[config.mk]
export PLATFORM = sky130hd
export DESIGN_NAME = framed_packet_parser_flat
export DESIGN_NICKNAME = d
export VERILOG_FILES = /design/src/rtl/fpp_pkg.sv /design/src/rtl/fpp_if.sv /design/src/rtl/fpp_front.sv /design/src/rtl/fpp_queue.sv /design/src/rtl/fpp_back.sv /design/src/rtl/framed_packet_parser.sv /design/src/flat_wrapper.sv
export SDC_FILE = /design/constraint.sdc
export NUM_CORES = 1
export LEC_CHECK = 0
export BUFFER_PORTS_ARGS = -buffer_cell sky130_fd_sc_hd__buf_2
export CORE_ASPECT_RATIO = 0.7
export CORE_UTILIZATION = 55
export DETAILED_ROUTE_END_ITERATION = 6
export PLACE_DENSITY = 0.86
export SETUP_SLACK_MARGIN = 0.05
export SLEW_MARGIN = 20
export SYNTH_ARGS = -nofsm -noshare
export SYNTH_HDL_FRONTEND = slang
export SYNTH_SLANG_ARGS = --single-unit
[constraint.sdc]
create_clock -name clk -period 6.3 [get_ports clk]
set_clock_uncertainty 0.05 [all_clocks]
set_input_delay 1.26 -clock clk [delete_from_list [all_inputs] [get_ports clk]]
set_output_delay 1.26 -clock clk [all_outputs]
set_load 0.01 [all_outputs]
[src/rtl/fpp_pkg.sv]
// Shared types and constants for the framed packet parser.
// No dependencies; design files use scoped names into it; the benches import it.
package fpp_pkg;

	localparam int MAX_PAYLOAD = 32;
	localparam int ADDR_W = (MAX_PAYLOAD > 1) ? $clog2(MAX_PAYLOAD) : 1;
	localparam logic [7:0] LEN_LIMIT = 8'(MAX_PAYLOAD);
	localparam int QUEUE_DEPTH = 4;
	localparam int QPTR_W = $clog2(QUEUE_DEPTH);

	localparam logic [7:0] START_BYTE_INIT = 8'd170;
	localparam logic [15:0] TIMEOUT_INIT = 16'd100;

	localparam logic REG_START_BYTE = 1'b0;
	localparam logic REG_TIMEOUT = 1'b1;

	typedef enum logic [2:0] {
		ST_NONE = 3'd0,
		ST_TIMEOUT = 3'd1,
		ST_OVERSIZE = 3'd2,
		ST_CSUM_ERR = 3'd3,
		ST_READY = 3'd4
	} status_t;

	typedef enum logic [2:0] {
		PH_WAIT,
		PH_LENGTH,
		PH_COMMAND,
		PH_PAYLOAD,
		PH_CHECKSUM
	} phase_t;

	typedef enum logic [1:0] {
		BK_IDLE,
		BK_READ,
		BK_SEND
	} back_state_t;

	typedef struct packed {
		status_t status;
		logic [7:0] cmd;
		logic [5:0] len;
	} request_t;

	typedef struct packed {
		logic en;
		logic [ADDR_W-1:0] addr;
		logic [7:0] data;
	} store_wr_t;

	typedef struct packed {
		logic full;
		logic busy;
	} hold_t;

endpackage

[src/rtl/fpp_if.sv]
// Channel interfaces of the framed packet parser: byte input and result output.
// Depends on nothing.
interface fpp_in_if;
	logic valid;
	logic ready;
	logic func;
	logic [7:0] data_byte;
	logic [31:0] now_ms;

	modport source (output valid, func, data_byte, now_ms, input ready);
	modport sink (input valid, func, data_byte, now_ms, output ready);
endinterface

interface fpp_out_if;
	logic valid;
	logic ready;
	logic [2:0] status;
	logic [7:0] frame_command;
	logic [5:0] frame_length;
	logic [7:0] payload_byte;
	logic payload_valid;
	logic last;

	modport source (output valid, status, frame_command, frame_length, payload_byte,
		payload_valid, last, input ready);
	modport sink (input valid, status, frame_command, frame_length, payload_byte,
		payload_valid, last, output ready);
endinterface

[src/rtl/fpp_front.sv]
// Front end: accepts bytes and polls, runs the framing state machine, fills the payload store
// and queues one request per input. Depends on fpp_pkg and fpp_if.
module fpp_front (
	input logic clk,
	input logic arst_n,
	fpp_in_if.sink rx,
	input logic [7:0] start_byte,
	input logic [15:0] timeout_limit_ms,
	input fpp_pkg::hold_t hold,
	output logic push,
	output fpp_pkg::request_t push_req,
	output fpp_pkg::store_wr_t store_wr
);

	fpp_pkg::phase_t phase_q, phase_d, ph_eff;
	logic [5:0] len_q, len_d, len_eff;
	logic [7:0] cmd_q, cmd_d, cmd_eff;
	logic [5:0] fill_q, fill_d, fill_eff, fill_inc;
	logic [7:0] sum_q, sum_d, sum_eff, sum_add;
	logic [31:0] lbt_q, lbt_d;
	logic [31:0] gap;
	logic timeout;
	logic accept;
	logic is_start;

	assign rx.ready = !hold.full && !(phase_q == fpp_pkg::PH_PAYLOAD && hold.busy);
	assign accept = rx.valid && rx.ready;
	assign push = accept;

	assign gap = rx.now_ms - lbt_q;
	assign timeout = (phase_q != fpp_pkg::PH_WAIT) && (gap > {16'd0, timeout_limit_ms});
	assign ph_eff = timeout ? fpp_pkg::PH_WAIT : phase_q;
	assign len_eff = timeout ? 6'd0 : len_q;
	assign cmd_eff = timeout ? 8'd0 : cmd_q;
	assign fill_eff = timeout ? 6'd0 : fill_q;
	assign sum_eff = timeout ? 8'd0 : sum_q;
	assign fill_inc = fill_eff + 6'd1;
	assign sum_add = sum_eff + rx.data_byte;
	assign is_start = (rx.data_byte == start_byte);

	always_comb begin
		phase_d = ph_eff;
		if (!rx.func) begin
			case (ph_eff)
				fpp_pkg::PH_WAIT: begin
					if (is_start) phase_d = fpp_pkg::PH_LENGTH;
				end
				fpp_pkg::PH_LENGTH: begin
					if (rx.data_byte > fpp_pkg::LEN_LIMIT)
						phase_d = is_start ? fpp_pkg::PH_LENGTH : fpp_pkg::PH_WAIT;
					else
						phase_d = fpp_pkg::PH_COMMAND;
				end
				fpp_pkg::PH_COMMAND: begin
					phase_d = (len_eff == 6'd0) ? fpp_pkg::PH_CHECKSUM : fpp_pkg::PH_PAYLOAD;
				end
				fpp_pkg::PH_PAYLOAD: begin
					if (fill_inc >= len_eff) phase_d = fpp_pkg::PH_CHECKSUM;
				end
				fpp_pkg::PH_CHECKSUM: begin
					phase_d = (sum_add != 8'd0 && is_start) ? fpp_pkg::PH_LENGTH
						: fpp_pkg::PH_WAIT;
				end
				default: phase_d = fpp_pkg::PH_WAIT;
			endcase
		end
	end

	always_comb begin
		len_d = len_eff;
		cmd_d = cmd_eff;
		fill_d = fill_eff;
		sum_d = sum_eff;
		lbt_d = rx.func ? lbt_q : rx.now_ms;
		push_req.status = timeout ? fpp_pkg::ST_TIMEOUT : fpp_pkg::ST_NONE;
		push_req.cmd = 8'd0;
		push_req.len = 6'd0;
		store_wr.en = 1'b0;
		store_wr.addr = fill_eff[fpp_pkg::ADDR_W-1:0];
		store_wr.data = rx.data_byte;
		if (!rx.func) begin
			case (ph_eff)
				fpp_pkg::PH_WAIT: begin
				end
				fpp_pkg::PH_LENGTH: begin
					if (rx.data_byte > fpp_pkg::LEN_LIMIT) begin
						push_req.status = fpp_pkg::ST_OVERSIZE;
					end else begin
						len_d = rx.data_byte[5:0];
						sum_d = rx.data_byte;
					end
				end
				fpp_pkg::PH_COMMAND: begin
					cmd_d = rx.data_byte;
					sum_d = sum_add;
				end
				fpp_pkg::PH_PAYLOAD: begin
					store_wr.en = accept;
					fill_d = fill_inc;
					sum_d = sum_add;
				end
				fpp_pkg::PH_CHECKSUM: begin
					len_d = 6'd0;
					cmd_d = 8'd0;
					fill_d = 6'd0;
					sum_d = 8'd0;
					if (sum_add != 8'd0) begin
						push_req.status = fpp_pkg::ST_CSUM_ERR;
					end else begin
						push_req.status = fpp_pkg::ST_READY;
						push_req.cmd = cmd_eff;
						push_req.len = len_eff;
					end
				end
				default: begin
					len_d = 6'd0;
					cmd_d = 8'd0;
					fill_d = 6'd0;
					sum_d = 8'd0;
				end
			endcase
		end
	end

	always_ff @(posedge clk or negedge arst_n) begin
		if (!arst_n) begin
			phase_q <= fpp_pkg::PH_WAIT;
			len_q <= 6'd0;
			cmd_q <= 8'd0;
			fill_q <= 6'd0;
			sum_q <= 8'd0;
			lbt_q <= 32'd0;
		end else if (accept) begin
			phase_q <= phase_d;
			len_q <= len_d;
			cmd_q <= cmd_d;
			fill_q <= fill_d;
			sum_q <= sum_d;
			lbt_q <= lbt_d;
		end
	end

endmodule

[src/rtl/fpp_queue.sv]
// Short request queue between the front and back ends of the parser.
// Depends on fpp_pkg.
module fpp_queue (
	input logic clk,
	input logic arst_n,
	input logic push,
	input fpp_pkg::request_t push_req,
	input logic pop,
	output fpp_pkg::request_t head,
	output logic full,
	output logic empty
);

	fpp_pkg::request_t entry_q [fpp_pkg::QUEUE_DEPTH];
	logic [fpp_pkg::QPTR_W-1:0] wr_ptr_q, rd_ptr_q;
	logic [fpp_pkg::QPTR_W:0] count_q;

	assign full = (count_q == (fpp_pkg::QPTR_W+1)'(fpp_pkg::QUEUE_DEPTH));
	assign empty = (count_q == '0);
	assign head = entry_q[rd_ptr_q];

	always_ff @(posedge clk) begin
		if (push) entry_q[wr_ptr_q] <= push_req;
	end

	always_ff @(posedge clk or negedge arst_n) begin
		if (!arst_n) begin
			wr_ptr_q <= '0;
			rd_ptr_q <= '0;
			count_q <= '0;
		end else begin
			if (push) wr_ptr_q <= wr_ptr_q + 1'b1;
			if (pop) rd_ptr_q <= rd_ptr_q + 1'b1;
			case ({push, pop})
				2'b10: count_q <= count_q + 1'b1;
				2'b01: count_q <= count_q - 1'b1;
				default: count_q <= count_q;
			endcase
		end
	end

endmodule

[src/rtl/fpp_back.sv]
// Back end: pops requests, holds the payload store and drives the result register,
// one result per byte of a nonempty good frame. Depends on fpp_pkg and fpp_if.
module fpp_back (
	input logic clk,
	input logic arst_n,
	input fpp_pkg::store_wr_t store_wr,
	input fpp_pkg::request_t head,
	input logic empty,
	output logic pop,
	output logic active,
	fpp_out_if.source res
);

	logic [7:0] store_mem [fpp_pkg::MAX_PAYLOAD];
	logic [7:0] rd_data_q;
	fpp_pkg::back_state_t state_q, state_d;
	logic [7:0] cmd_q;
	logic [5:0] len_q;
	logic [5:0] idx_q;
	logic slot_free;
	logic rd_en;
	logic load_single;
	logic load_byte;
	logic is_frame;
	logic idx_last;

	logic out_valid_q;
	fpp_pkg::status_t status_q;
	logic [7:0] command_q;
	logic [5:0] length_q;
	logic [7:0] pbyte_q;
	logic pvalid_q;
	logic last_q;

	assign slot_free = !out_valid_q || res.ready;
	assign is_frame = (head.status == fpp_pkg::ST_READY) && (head.len != 6'd0);
	assign idx_last = ((idx_q + 6'd1) == len_q);
	assign active = (state_q != fpp_pkg::BK_IDLE);

	always_comb begin
		state_d = state_q;
		case (state_q)
			fpp_pkg::BK_IDLE: begin
				if (!empty && slot_free && is_frame) state_d = fpp_pkg::BK_READ;
			end
			fpp_pkg::BK_READ: state_d = fpp_pkg::BK_SEND;
			fpp_pkg::BK_SEND: begin
				if (slot_free) state_d = idx_last ? fpp_pkg::BK_IDLE : fpp_pkg::BK_READ;
			end
			default: state_d = fpp_pkg::BK_IDLE;
		endcase
	end

	always_comb begin
		pop = 1'b0;
		load_single = 1'b0;
		load_byte = 1'b0;
		rd_en = 1'b0;
		case (state_q)
			fpp_pkg::BK_IDLE: begin
				pop = !empty && slot_free;
				load_single = pop && !is_frame;
			end
			fpp_pkg::BK_READ: rd_en = 1'b1;
			fpp_pkg::BK_SEND: load_byte = slot_free;
			default: begin
			end
		endcase
	end

	always_ff @(posedge clk) begin
		if (store_wr.en) store_mem[store_wr.addr] <= store_wr.data;
		if (rd_en) rd_data_q <= store_mem[idx_q[fpp_pkg::ADDR_W-1:0]];
	end

	always_ff @(posedge clk or negedge arst_n) begin
		if (!arst_n) begin
			state_q <= fpp_pkg::BK_IDLE;
			out_valid_q <= 1'b0;
			idx_q <= 6'd0;
		end else begin
			state_q <= state_d;
			if (pop) idx_q <= 6'd0;
			else if (load_byte) idx_q <= idx_q + 6'd1;
			if (load_single || load_byte) out_valid_q <= 1'b1;
			else if (res.ready) out_valid_q <= 1'b0;
		end
	end

	always_ff @(posedge clk) begin
		if (pop) begin
			cmd_q <= head.cmd;
			len_q <= head.len;
		end
		if (load_single) begin
			status_q <= head.status;
			command_q <= head.cmd;
			length_q <= head.len;
			pbyte_q <= 8'd0;
			pvalid_q <= 1'b0;
			last_q <= 1'b1;
		end else if (load_byte) begin
			status_q <= fpp_pkg::ST_READY;
			command_q <= cmd_q;
			length_q <= len_q;
			pbyte_q <= rd_data_q;
			pvalid_q <= 1'b1;
			last_q <= idx_last;
		end
	end

	assign res.valid = out_valid_q;
	assign res.status = status_q;
	assign res.frame_command = command_q;
	assign res.frame_length = length_q;
	assign res.payload_byte = pbyte_q;
	assign res.payload_valid = pvalid_q;
	assign res.last = last_q;

endmodule

[src/rtl/framed_packet_parser.sv]
// Top level of the framed packet parser: configuration registers and the front, queue
// and back ends. Depends on fpp_pkg, fpp_if, fpp_front, fpp_queue and fpp_back.
//
//   channel   dir   handshake              carries
//   rx        in    valid/ready            func, data_byte, now_ms
//   res       out   valid/ready            status, frame_command, frame_length,
//                                          payload_byte, payload_valid, last
//   apb       in    psel/penable/pready    start_byte at 0x0, timeout_limit_ms at 0x4
//
// Each accepted input queues one request; up to four requests wait.
// A single-result request is loaded straight into the result register; a good frame
// with payload takes a read and a send state per byte, for the registered store read.
// While the front end is in the payload phase it holds off input until the queue
// and back end drain. Both sides stall independently; reset clears all control state.
module framed_packet_parser (
	input logic clk,
	input logic arst_n,
	fpp_in_if.sink rx,
	fpp_out_if.source res,
	input logic psel,
	input logic penable,
	input logic pwrite,
	input logic [2:0] paddr,
	input logic [31:0] pwdata,
	output logic [31:0] prdata,
	output logic pready
);

	logic [7:0] start_byte_q;
	logic [15:0] timeout_q;
	logic cfg_wr;
	logic push;
	logic pop;
	logic full;
	logic empty;
	logic back_active;
	fpp_pkg::request_t push_req;
	fpp_pkg::request_t head;
	fpp_pkg::store_wr_t store_wr;
	fpp_pkg::hold_t hold;

	assign pready = 1'b1;
	assign cfg_wr = psel && penable && pwrite && pready;
	assign prdata = (paddr[2] == fpp_pkg::REG_TIMEOUT) ? {16'd0, timeout_q}
		: {24'd0, start_byte_q};

	always_ff @(posedge clk or negedge arst_n) begin
		if (!arst_n) begin
			start_byte_q <= fpp_pkg::START_BYTE_INIT;
			timeout_q <= fpp_pkg::TIMEOUT_INIT;
		end else if (cfg_wr) begin
			if (paddr[2] == fpp_pkg::REG_START_BYTE) start_byte_q <= pwdata[7:0];
			else timeout_q <= pwdata[15:0];
		end
	end

	assign hold.full = full;
	assign hold.busy = !empty || back_active;

	fpp_front u_front (
		.clk(clk),
		.arst_n(arst_n),
		.rx(rx),
		.start_byte(start_byte_q),
		.timeout_limit_ms(timeout_q),
		.hold(hold),
		.push(push),
		.push_req(push_req),
		.store_wr(store_wr)
	);

	fpp_queue u_queue (
		.clk(clk),
		.arst_n(arst_n),
		.push(push),
		.push_req(push_req),
		.pop(pop),
		.head(head),
		.full(full),
		.empty(empty)
	);

	fpp_back u_back (
		.clk(clk),
		.arst_n(arst_n),
		.store_wr(store_wr),
		.head(head),
		.empty(empty),
		.pop(pop),
		.active(back_active),
		.res(res)
	);

endmodule

[src/flat_wrapper.sv]
// flat-port wrapper written by rule: the top's interface ports become plain ports
module framed_packet_parser_flat 
  (clk, arst_n, psel, penable, pwrite, paddr, pwdata, prdata, pready, rx_valid, rx_func, rx_data_byte, rx_now_ms, rx_ready, res_valid, res_status, res_frame_command, res_frame_length, res_payload_byte, res_payload_valid, res_last, res_ready);
  fpp_in_if rx_i ();
  fpp_out_if res_i ();
  input logic clk;
  input logic arst_n;
  input logic psel;
  input logic penable;
  input logic pwrite;
  input logic [2:0] paddr;
  input logic [31:0] pwdata;
  output logic [31:0] prdata;
  output logic pready;
  input wire logic [$bits(rx_i.valid)-1:0] rx_valid;
  input wire logic [$bits(rx_i.func)-1:0] rx_func;
  input wire logic [$bits(rx_i.data_byte)-1:0] rx_data_byte;
  input wire logic [$bits(rx_i.now_ms)-1:0] rx_now_ms;
  output wire logic [$bits(rx_i.ready)-1:0] rx_ready;
  output wire logic [$bits(res_i.valid)-1:0] res_valid;
  output wire logic [$bits(res_i.status)-1:0] res_status;
  output wire logic [$bits(res_i.frame_command)-1:0] res_frame_command;
  output wire logic [$bits(res_i.frame_length)-1:0] res_frame_length;
  output wire logic [$bits(res_i.payload_byte)-1:0] res_payload_byte;
  output wire logic [$bits(res_i.payload_valid)-1:0] res_payload_valid;
  output wire logic [$bits(res_i.last)-1:0] res_last;
  input wire logic [$bits(res_i.ready)-1:0] res_ready;
  assign rx_i.valid = rx_valid;
  assign rx_i.func = rx_func;
  assign rx_i.data_byte = rx_data_byte;
  assign rx_i.now_ms = rx_now_ms;
  assign rx_ready = rx_i.ready;
  assign res_valid = res_i.valid;
  assign res_status = res_i.status;
  assign res_frame_command = res_i.frame_command;
  assign res_frame_length = res_i.frame_length;
  assign res_payload_byte = res_i.payload_byte;
  assign res_payload_valid = res_i.payload_valid;
  assign res_last = res_i.last;
  assign res_i.ready = res_ready;
  framed_packet_parser u_core (.clk(clk), .arst_n(arst_n), .rx(rx_i), .res(res_i), .psel(psel), .penable(penable), .pwrite(pwrite), .paddr(paddr), .pwdata(pwdata), .prdata(prdata), .pready(pready));
endmodule
==> impl_metrics.ini, run 1 <==
[timing]
rsz0062_at_grt = true
maxSlewViolCount = 0
layout_setup_ws_ns = -0.6046
fin_crit_ns = 6.905
setup_viol = 71
relSlewSlack_pct = 31.13
min_period_over_period_pct = 109.6
hold_viol = 0
worst_pin_slew_ns = 1.029
max_freq_mhz = 144.8
hold-worst-slack_ns = 0.4029

[finish]
multi_input_area_mm2 = 0.008428
regArea_mm2 = 0.01369
fin_util_pct = 67.31
nNetsFinal = 2019
n_fill_cell = 2618
area_delta_synth_final_pct = 20.19
antenna_cells = 0
drive_gt1_share_pct = 33.70

[hold_path]
hold_class = flip-flop to flip-flop
min_from = u_core.u_back.res.payload_byte[7]$_SDFFE_PP0P_
hold_end = u_core.u_back.res.payload_byte[7]$_SDFFE_PP0P_
hold_depth = 2

[synth]
synthFlopType = edfxtp_1
synth_fa_ha_area_share_pct = 4.194
synth_edf_count = 363
synthSimpleGateAreaFrac_pct = 8.546
synth_xor_area_share_pct = 1.884
synth.yosys.warnings = 0
synth_cells = 1562
synth-compound-area-share_pct = 8.367
async_flop_share_pct = 21.64
synth_cell_type_count = 86
netlist_area_mm2 = 0.02231
synth-seq-cells = 476
synthMuxAreaShare_pct = 12.70
ys_seq_area_share_pct = 61.34
avgSynthCellArea_um2 = 14.28
synth_top_family_by_area = multiplexers

[critical_path]
slowest_delay_ns = 0.36
crit_type = input pin to flip-flop
crit_path_end_kind = flip-flop
cp.arrival_ns = 7.35
r2r_slack_ns = -0.27
r2r-end = u_core.u_front.phase_q[0]$_DFFE_PN0P_
ff2ff_path_depth = 38
rr_startpoint = u_core.u_front.lbt_q[3]$_DFFE_PN0P_
cpMostUsedCell = a21o_1
critPathLaunchType = input pin
critPathMaxFanout = 4
cpMaxStageDelayCell = and4bb_2
required_ns = 6.74

[floorplanning]
start_util_pct = 56.00
dieHeight_um = 170.5
row_count = 61
ios = 145
die_w_um = 242.7
coreArea_mm2 = 0.03984
die-area_mm2 = 0.04139

[drt]
firstDrtPassIters = 5
drt_iter0_drc = 1517
routed_via_density = 6.120
via_count = 14895
finalWirelength_mm = 57.06
ant_nets = 0
drc_errors = 0
avgRoutedWirePerCell_um = 23.44

[clock_tree]
path_clk_slew_ns = 0.06
clock_tree.root_cell = clkbuf_16
cts_buffers = 45
cts_buffer_depth = 3
cts_tree = done
htreeDepth = 2
cts.sinks = 476
worstSkewPairLatency_ns = 0.57

[flow_run]
max_cap_viol_count = 0

[global_route]
groute.usage.overall_pct = 27.73
grt_overflow = 0
grt_pass1_wl_mm = 87.21
grt_pass1_vias = 14989
grt_max_degree = 63
antenna_found_initial = 1

[status]
outcome = complete, but fails checks
violations = setup timing

[placement]
place_congestion = 0.9207
dpl.hpwl_mm = 36.67
port_buffers = 109

[pwr]
p_per_area_mw_per_mm2 = 382.4
vdd_drop_max_uv = 273.2
p_leak_nw = 10.14
fin_total_pwr_w = 0.01026
==> synthesized netlist by cell type, types with 6 or more instances <==
| master | n | share of area, % |
|---|---|---|
| o21ai_0 | 73 | 1.6 |
| a31oi_1 | 8 | 0.22 |
| a211o_1 | 6 | 0.24 |
| and2_1 | 38 | 1.1 |
| nand3_1 | 23 | 0.52 |
| nor4_1 | 14 | 0.39 |
| edfxtp_1 | 363 | 49 |
| nand4_1 | 8 | 0.22 |
| clkbuf_1 | 49 | 0.82 |
| nor2_1 | 81 | 1.4 |
| nand2b_1 | 10 | 0.28 |
| o211ai_1 | 8 | 0.27 |
| a211oi_1 | 15 | 0.50 |
| xor2_1 | 26 | 1.0 |
| or3_1 | 8 | 0.22 |
| buf_4 | 18 | 0.61 |
| dfstp_2 | 7 | 0.82 |
| dfxtp_1 | 10 | 0.90 |
| nand2_1 | 122 | 2.1 |
| nor2_2 | 8 | 0.22 |
| and4_1 | 6 | 0.24 |
| o21a_1 | 11 | 0.37 |
| ha_1 | 70 | 3.9 |
| a32o_1 | 12 | 0.54 |
| buf_1 | 8 | 0.13 |
| mux2_2 | 54 | 2.7 |
| mux4_2 | 97 | 9.8 |
| nor2b_1 | 20 | 0.56 |
| o2bb2ai_1 | 6 | 0.24 |
| a21o_1 | 27 | 0.91 |
| and3_1 | 12 | 0.34 |
| nor3_1 | 9 | 0.20 |
| dfrtp_1 | 96 | 11 |
| a21oi_1 | 57 | 1.3 |
| inv_1 | 66 | 1.1 |
| xnor2_1 | 22 | 0.86 |
==> cell type report <==
class	instances	area share, %
sequential	476	51.06
multi-input combinational	952	31.43
timing repair buffer	322	8.688
clock buffer	71	4.941
tap	535	2.496
inverter	66	0.9238
clock inverter	12	0.4666
==> worst max-delay path by stage <==
stage / startpoint / end / slack [ns] / cells past startpoint
2_1_floorplan: rx_now_ms[3] / u_core.u_front.phase_q[0]$_DFFE_PN0P_ / -0.48 / 34
3_3_place_gp: rx_now_ms[9] / u_core.u_front.phase_q[0]$_DFFE_PN0P_ / -0.97 / 29
4_1_cts: rx_now_ms[3] / u_core.u_front.phase_q[0]$_DFFE_PN0P_ / -0.45 / 33
5_1_grt: rx_now_ms[3] / u_core.u_front.phase_q[0]$_DFFE_PN0P_ / -0.82 / 37
3_5_place_dp: rx_now_ms[9] / u_core.u_front.phase_q[0]$_DFFE_PN0P_ / -1.20 / 30
6_report: rx_now_ms[4] / u_core.u_front.phase_q[0]$_DFFE_PN0P_ / -0.60 / 37
==> report_power, final <==
| part | leakage (nW) | switching, W | internal, W |
|---|---|---|---|
| clock network | 0.712 | 0.00118 | 0.00153 |
| logic | 4.76 | 0.00184 | 0.00160 |
| registers | 4.67 | 0.000230 | 0.00388 |
| total | 10.1 | 0.00325 | 0.00701 |
==> worst max-delay path: cells and delay by family <==
kind / cells / cell delay [ns]
AO/OA/AOI/OAI: 15 / 2.51
buffers and inverters: 9 / 1.09
adder cells (fa/ha/maj): 4 / 1.12
AND/OR/NAND/NOR: 8 / 1.21
multiplexers: 1 / 0.13
==> metrics by stage <==
step	cell area (um^2)	std cells	setup TNS, ns	setup slack (ns)
after floorplan	22560	1577	-25.75	-0.4836
after global placement	24930	2331	-64.52	-0.9734
after detailed placement	24930	2331	-107.96	-1.204
after CTS	26600	2426	-23.22	-0.4519
after global routing	26820	2434	-53.73	-0.8187
final	26820	2434	-36.91	-0.6046
==> kinds of logic after synthesis <==
kind of cell | Yosys count
flip-flops | 476
AND/OR/NAND/NOR | 381
AO/OA/AOI/OAI | 278
adder cells (fa/ha/maj) | 73
buffers and inverters | 149
multiplexers | 155
XOR/XNOR | 48
other | 2
==> cells in the final DEF (no fill, tap or decap), types with 10 or more instances in the layout <==
cell type	Yosys	final
nor2_2	8	11
o21a_1	11	11
o21ai_0	73	63
clkbuf_1	49	17
a21oi_2	1	10
and2_1	38	22
a32o_1	12	12
dfrtp_1	96	94
a21o_1	27	27
xnor2_1	22	21
conb_1	2	17
buf_6	3	10
mux4_2	97	97
nor4_1	14	12
nor2_1	81	77
a21oi_1	57	44
edfxtp_1	363	363
and2_4	0	16
dfxtp_1	10	10
nand2_1	122	121
ha_1	70	60
clkbuf_16	0	46
buf_4	18	195
nor2b_1	20	13
inv_1	66	65
nand3_1	23	23
and3_1	12	12
a211oi_1	15	14
buf_2	5	106
mux2_2	54	54
xor2_1	26	26
==> state kept, by name (all words and copies together) (netlist names), 6 cells and up <==
register,cells
u_core.u_front.cmd_q,8
u_core.u_back.rd_data_q,8
u_core.timeout_q,16
u_core.u_back.res.frame_command,8
u_core.u_back.res.payload_byte,8
u_core.u_back.res.frame_length,6
u_core.u_back.idx_q,6
u_core.u_front.fill_q,6
u_core.u_front.sum_q,8
u_core.u_front.len_q,6
u_core.u_front.lbt_q,32
u_core.u_back.store_mem,256
u_core.u_back.cmd_q,8
u_core.start_byte_q,8
u_core.u_back.len_q,6
u_core.u_queue.entry_q,68
==> metal layers <==
metal  track usage, %  part of all wire [%]
met1            38.37                    41
met2            44.76                    47
met3            6.039                   9.5
met4            7.629                   2.9
met5                0                 0.023
==> timing repair <==
action | CTS | global route
pin swaps | 36 | 23
setup buffers | 13 | 7
cloned | 0 | 1
resized for setup | 33 | 33
hold endpoints to repair | 0 | 0
endpoints found under the setup margin | 73 | 89
hold buffers | 0 | 0
No activity file was read; power rests on OpenSTA's default activity.
==> inputs of run 2 (changes only) <==
--- a/config.mk
+++ b/config.mk
@@ -9,7 +9,7 @@
 export CORE_ASPECT_RATIO = 0.7
 export CORE_UTILIZATION = 55
 export DETAILED_ROUTE_END_ITERATION = 6
-export PLACE_DENSITY = 0.86
+export PLACE_DENSITY = 0.71
 export SETUP_SLACK_MARGIN = 0.05
 export SLEW_MARGIN = 20
 export SYNTH_ARGS = -nofsm -noshare
==> constraint.sdc (replaced) <==
create_clock -name clk -period 8.5 [get_ports clk]
set_clock_uncertainty 0.05 [all_clocks]
set_input_delay 1.7 -clock clk [delete_from_list [all_inputs] [get_ports clk]]
set_output_delay 1.7 -clock clk [all_outputs]
set_load 0.01 [all_outputs]
==> impl_metrics.ini, run 2 (same netlist as run 1, synthesis figures left out) <==
[placement]
dpl.cell_count = 2175
dp_slack_ns = 0.03793
place_congestion = 0.9365
port_buffers = 109
dpl.hpwl_mm = 32.62

[critical_path]
crit_path_end_kind = flip-flop
crit_family = compound AO/OA/AOI/OAI gates
r2r_slack_ns = 1.49
cpMostUsedCell = a21o_1
cp.arrival_ns = 8.33
cpMaxStageDelayCell = ha_1
ff2ff_path_depth = 36
critPathBufInv = 3
slowest_delay_ns = 0.37
crit_cells = 33
crit_type = input pin to flip-flop
critPathMaxFanout = 5
required_ns = 8.94
critPathLaunchType = input pin

[timing]
hold_viol = 0
rsz0062_at_grt = false
min_period_over_period_pct = 92.83
relSlewSlack_pct = 25.53
max_freq_mhz = 126.7
hold-worst-slack_ns = 0.4030
maxSlewViolCount = 0
tns_ns = 0
fin_crit_ns = 7.890
layout_setup_ws_ns = 0.6097
setup_viol = 0
worst_pin_slew_ns = 1.117

[clock_tree]
cts.sinks = 476
cts_tree = done
cts_buffer_depth = 3
cts_setup_buffers = 0
htreeDepth = 2
clock_tree.root_cell = clkbuf_16
path_clk_slew_ns = 0.06
cts_buffers = 46
worstSkewPairLatency_ns = 0.56
hold_buffers = 0

[floorplanning]
coreArea_mm2 = 0.03984
die-area_mm2 = 0.04139
row_count = 61
dieHeight_um = 170.5
ios = 145
die_w_um = 242.7
start_util_pct = 56.00

[drt]
via_count = 13638
firstDrtPassIters = 5
avgRoutedWirePerCell_um = 21.74
drt_iter0_drc = 1180
ant_nets = 0
routed_via_density = 6.037
finalWirelength_mm = 49.10
drc_errors = 0

[finish]
stdcell_count = 2259
layout_commonest_cell = edfxtp_1
nNetsFinal = 1844
largest_register = u_core.u_back.store_mem
area_delta_synth_final_pct = 12.01
reg_top3 = u_core.u_back.store_mem (256), u_core.u_queue.entry_q (68), u_core.u_front.lbt_q (32)
largest_reg_flops = 256
drive_gt1_share_pct = 23.10
mostFrequentLayoutCells = edfxtp_1 (363), nand2_1 (122), buf_2 (108)

[global_route]
antenna_found_initial = 2
grt_pass1_wl_mm = 76.48
grt_overflow = 0
grt_pass1_vias = 13122
groute.usage.overall_pct = 24.13
grt_max_degree = 64

[pwr]
p_per_area_mw_per_mm2 = 289.9
p_leak_nw = 9.182
vdd_drop_max_uv = 250.4

[hold_path]
hold_class = flip-flop to flip-flop
hold_depth = 2

[status]
outcome = finished, final reports clean

[flow_run]
max_cap_viol_count = 0
## run 2: layout make-up
type,instances,area [um^2]
flip-flops and latches,476,13690
repair buffers,146,825.8
clock buffers,57,1222
fillers,2986,14850
diodes,1,2.502
inverters,66,247.7
well taps,535,669.4
multi-input cells,952,8048
clock inverters,26,285.3
## run 2: timing repair
| action | 4_1_cts | 5_1_grt |
|---|---|---|
| setup endpoints to repair | 0 | 45 |
| endpoints found under the hold margin | 0 | 0 |
| resized for setup | 0 | 2 |
## run 2: path summary, 6_finish.rpt
path / start / end
min: u_core.u_back.res.payload_byte[4]$_SDFFE_PP0P_ / u_core.u_back.res.payload_byte[4]$_SDFFE_PP0P_
max in group asynchronous: arst_n / u_core.u_back.idx_q[0]$_DFFE_PN0P_
max: rx_now_ms[7] / u_core.u_front.phase_q[0]$_DFFE_PN0P_
min in group asynchronous: arst_n / u_core.u_queue.rd_ptr_q[0]$_DFFE_PN0P_
min reg2reg: u_core.u_back.res.payload_byte[4]$_SDFFE_PP0P_ / u_core.u_back.res.payload_byte[4]$_SDFFE_PP0P_
max reg2reg: u_core.u_front.lbt_q[1]$_DFFE_PN0P_ / u_core.u_front.phase_q[0]$_DFFE_PN0P_
## run 2: power by group
group	total (W)	internal (W)	switching, W
logic	0.00215	0.000929	0.00122
registers	0.00303	0.00287	0.000158
clock network	0.00207	0.00120	0.000864
total	0.00725	0.00501	0.00224
## run 2: metrics by stage
| step | total power (W) | instance area, um^2 | util (%) |
|---|---|---|---|
| final | 0.007245 | 24990 | 62.73 |
| after global placement | 0.005153 | 23470 | 58.91 |
| after floorplan | 0.004603 | 22370 | - |
| after global routing | 0.007633 | 24990 | 62.73 |
| after detailed placement | 0.005216 | 23470 | 58.91 |
| after CTS | 0.007293 | 24980 | 62.70 |
## run 2: worst register-to-register path: cells and delay by family (launching register included)
family	cells	cell delay, ns
mux	1	0.13
compound gates	18	3.22
flops	1	0.37
buf+inv	3	0.34
xor+xnor	1	0.14
simple gates	9	1.56
fa+ha+maj	4	1.15
## run 2: per-layer routing
layer | up-vias | share of wire (%) | track usage, %
met5 | - | 0.026 | 0
met4 | 2 | 1.2 | 4.430
met3 | 48 | 8.5 | 5.286
met2 | 526 | 44 | 35.27
met1 | 6864 | 46 | 37.52
li1 | 6198 | - | -
==> inputs of run 3 (changes only) <==
--- a/config.mk
+++ b/config.mk
@@ -5,6 +5,7 @@
 export SDC_FILE = /design/constraint.sdc
 export NUM_CORES = 1
 export LEC_CHECK = 0
+export ABC_AREA = 1
 export BUFFER_PORTS_ARGS = -buffer_cell sky130_fd_sc_hd__buf_2
 export CORE_ASPECT_RATIO = 0.7
 export CORE_UTILIZATION = 55
==> impl_metrics.ini, run 3 <==
[critical_path]
required_ns = 8.83
critPathBufInv = 6
slowest_delay_ns = 0.43
crit_type = input pin to flip-flop
crit_family = simple AND/OR/NAND/NOR gates
crit_path_end_kind = flip-flop
cp.arrival_ns = 7.77
critPathMaxFanout = 27
cpMaxStageDelayCell = fa_1
critPathLaunchType = input pin
cpMostUsedCell = nand2_1

[floorplanning]
row_count = 62
die_w_um = 249.1
start_util_pct = 56.54
dieHeight_um = 175.0
die-area_mm2 = 0.04359
coreArea_mm2 = 0.04158
ios = 145

[clock_tree]
cts_buffers = 45
cts_buffer_depth = 3
cts.sinks = 476
hold_buffers = 0
cts_setup_buffers = 0
cts_resized = 0
clock_tree.root_cell = clkbuf_16
path_clk_slew_ns = 0.07
htreeDepth = 2
cts_tree = done
worstSkewPairLatency_ns = 0.58

[status]
outcome = finished, final reports clean

[synth]
synth_cell_type_count = 58
ys_top_cells_by_area = edfxtp_1 (46%), dfrtp_1 (10%), nand2_1 (8.3%), o21ai_0 (5.8%), nor2_1 (5.3%)
yosys.cell_count.top_type = nand2_1
async_flop_share_pct = 21.64
synthFlopType = edfxtp_1
synth_top_cell_by_area = edfxtp_1
synth.yosys.warnings = 0
netlist_area_mm2 = 0.02351
ys_seq_area_share_pct = 58.22
synth_cells = 2515
avgSynthCellArea_um2 = 9.347
synth-seq-cells = 476
yosys.area.top_type_share_pct = 46.37
synth_edf_count = 363
ys_top_cells_by_count = nand2_1 (518), edfxtp_1 (363), nor2_1 (331), inv_1 (284), o21ai_0 (274)

[placement]
place_congestion = 0.8777
port_buffers = 109
dpl.hpwl_mm = 37.98
place_area_mm2 = 0.02444
dpl.cell_count = 3089

[pwr]
p_leak_nw = 11.02
vdd_drop_max_uv = 222.9
p_per_area_mw_per_mm2 = 316.5

[global_route]
grt_max_degree = 98
grt_pass1_vias = 16399
groute.usage.overall_pct = 26.72
antenna_found_initial = 0
grt_pass1_wl_mm = 91.61
grt_overflow = 0

[drt]
via_count = 17742
ant_nets = 0
firstDrtPassIters = 6
avgRoutedWirePerCell_um = 18.28
drt_iter0_drc = 1806
finalWirelength_mm = 57.97
drc_errors = 0
routed_via_density = 5.595

[finish]
area_delta_synth_final_pct = 10.49
design_area_mm2 = 0.02597
layout_commonest_cell = nand2_1
reg_top3 = u_core.u_back.store_mem (256), u_core.u_queue.entry_q (68), u_core.u_front.lbt_q (32)
drive_gt1_share_pct = 10.20
fin_util_pct = 62.46
mostFrequentLayoutCells = nand2_1 (518), edfxtp_1 (363), nor2_1 (330)
largest_register = u_core.u_back.store_mem
nNetsFinal = 2748
stdcell_count = 3171
largest_reg_flops = 256
antenna_cells = 0

[timing]
hold_viol = 0
hold-worst-slack_ns = 0.4146
rsz0062_at_grt = false
tns_ns = 0
min_period_over_period_pct = 87.50
worst_pin_slew_ns = 1.032
max_freq_mhz = 134.5
fin_crit_ns = 7.437
maxSlewViolCount = 0
setup_viol = 0
relSlewSlack_pct = 31.12

[flow_run]
max_cap_viol_count = 0

[hold_path]
hold_class = flip-flop to flip-flop
## run 3: kinds of logic (layout without fill, tap and decap cells)
group,count (synthesis),count (layout),share of synthesized area (%)
compound gates,522,522,12.09
xor+xnor,44,44,1.639
fa+ha+maj,73,73,3.981
buf+inv,416,513,7.063
flops,476,476,58.22
mux,1,1,0.04790
other cells,2,17,0.03195
simple gates,981,981,16.92
## run 3: final timing paths
kind / from / endpoint / slack (ns) / depth (start not counted)
max reg2reg: u_core.u_front.lbt_q[0]$_DFFE_PN0P_ / u_core.u_queue.entry_q[0][3]$_DFFE_PP_ / 1.94 / 44
max: rx_now_ms[0] / u_core.u_queue.entry_q[0][3]$_DFFE_PP_ / 1.06 / 46
max in group asynchronous: arst_n / u_core.u_back.idx_q[0]$_DFFE_PN0P_ / 5.93 / 2
min in group asynchronous: arst_n / u_core.u_front.lbt_q[14]$_DFFE_PN0P_ / 1.05 / 1
min: u_core.u_back.res.payload_byte[7]$_SDFFE_PP0P_ / u_core.u_back.res.payload_byte[7]$_SDFFE_PP0P_ / 0.41 / 2
min reg2reg: u_core.u_back.res.payload_byte[7]$_SDFFE_PP0P_ / u_core.u_back.res.payload_byte[7]$_SDFFE_PP0P_ / 0.41 / 2
## run 3: metrics by stage
stage               total power, W  setup WS, ns
floorplan                 0.005225         1.859
global placement          0.005994        0.6998
detailed placement        0.006100        0.5350
CTS                       0.008209         1.075
global route              0.008738        0.5370
finish                    0.008219         1.063
## run 3: final cells by class
class                           instances  area, um^2
Sequential cell                       476       13690
Multi-Input combinational cell       1638        8224
Fill cell                            3428       15610
Timing Repair Buffer                  132       720.7
Clock buffer                           54        1190
Inverter                              299        1122
Tap cell                              544       680.7
Clock inverter                         28       344.1
## run 3: metal layers
layer	share of wire (%)	wire (um)	up-vias	global-route usage (%)
met1	46	26520	8378	41.03
met5	0	0	-	0
li1	-	-	8556	-
met3	9.0	5209	91	4.260
met2	43	25030	717	39.65
met4	2.1	1215	0	6.636
## run 3: power breakdown
part | switching [W] | total [W] | internal (W)
logic | 0.00207 | 0.00300 | 0.000937
registers | 0.000172 | 0.00311 | 0.00294
clock network | 0.000889 | 0.00211 | 0.00122
total | 0.00313 | 0.00822 | 0.00509
## run 3: worst reg2reg max path: cells and delay by family, from the launching register on
family          cells  cell delay, ns
flops               1            0.39
fa+ha+maj           4            1.24
xor+xnor            2            0.36
simple gates       30            3.06
compound gates      4            0.58
buf+inv             4            0.69
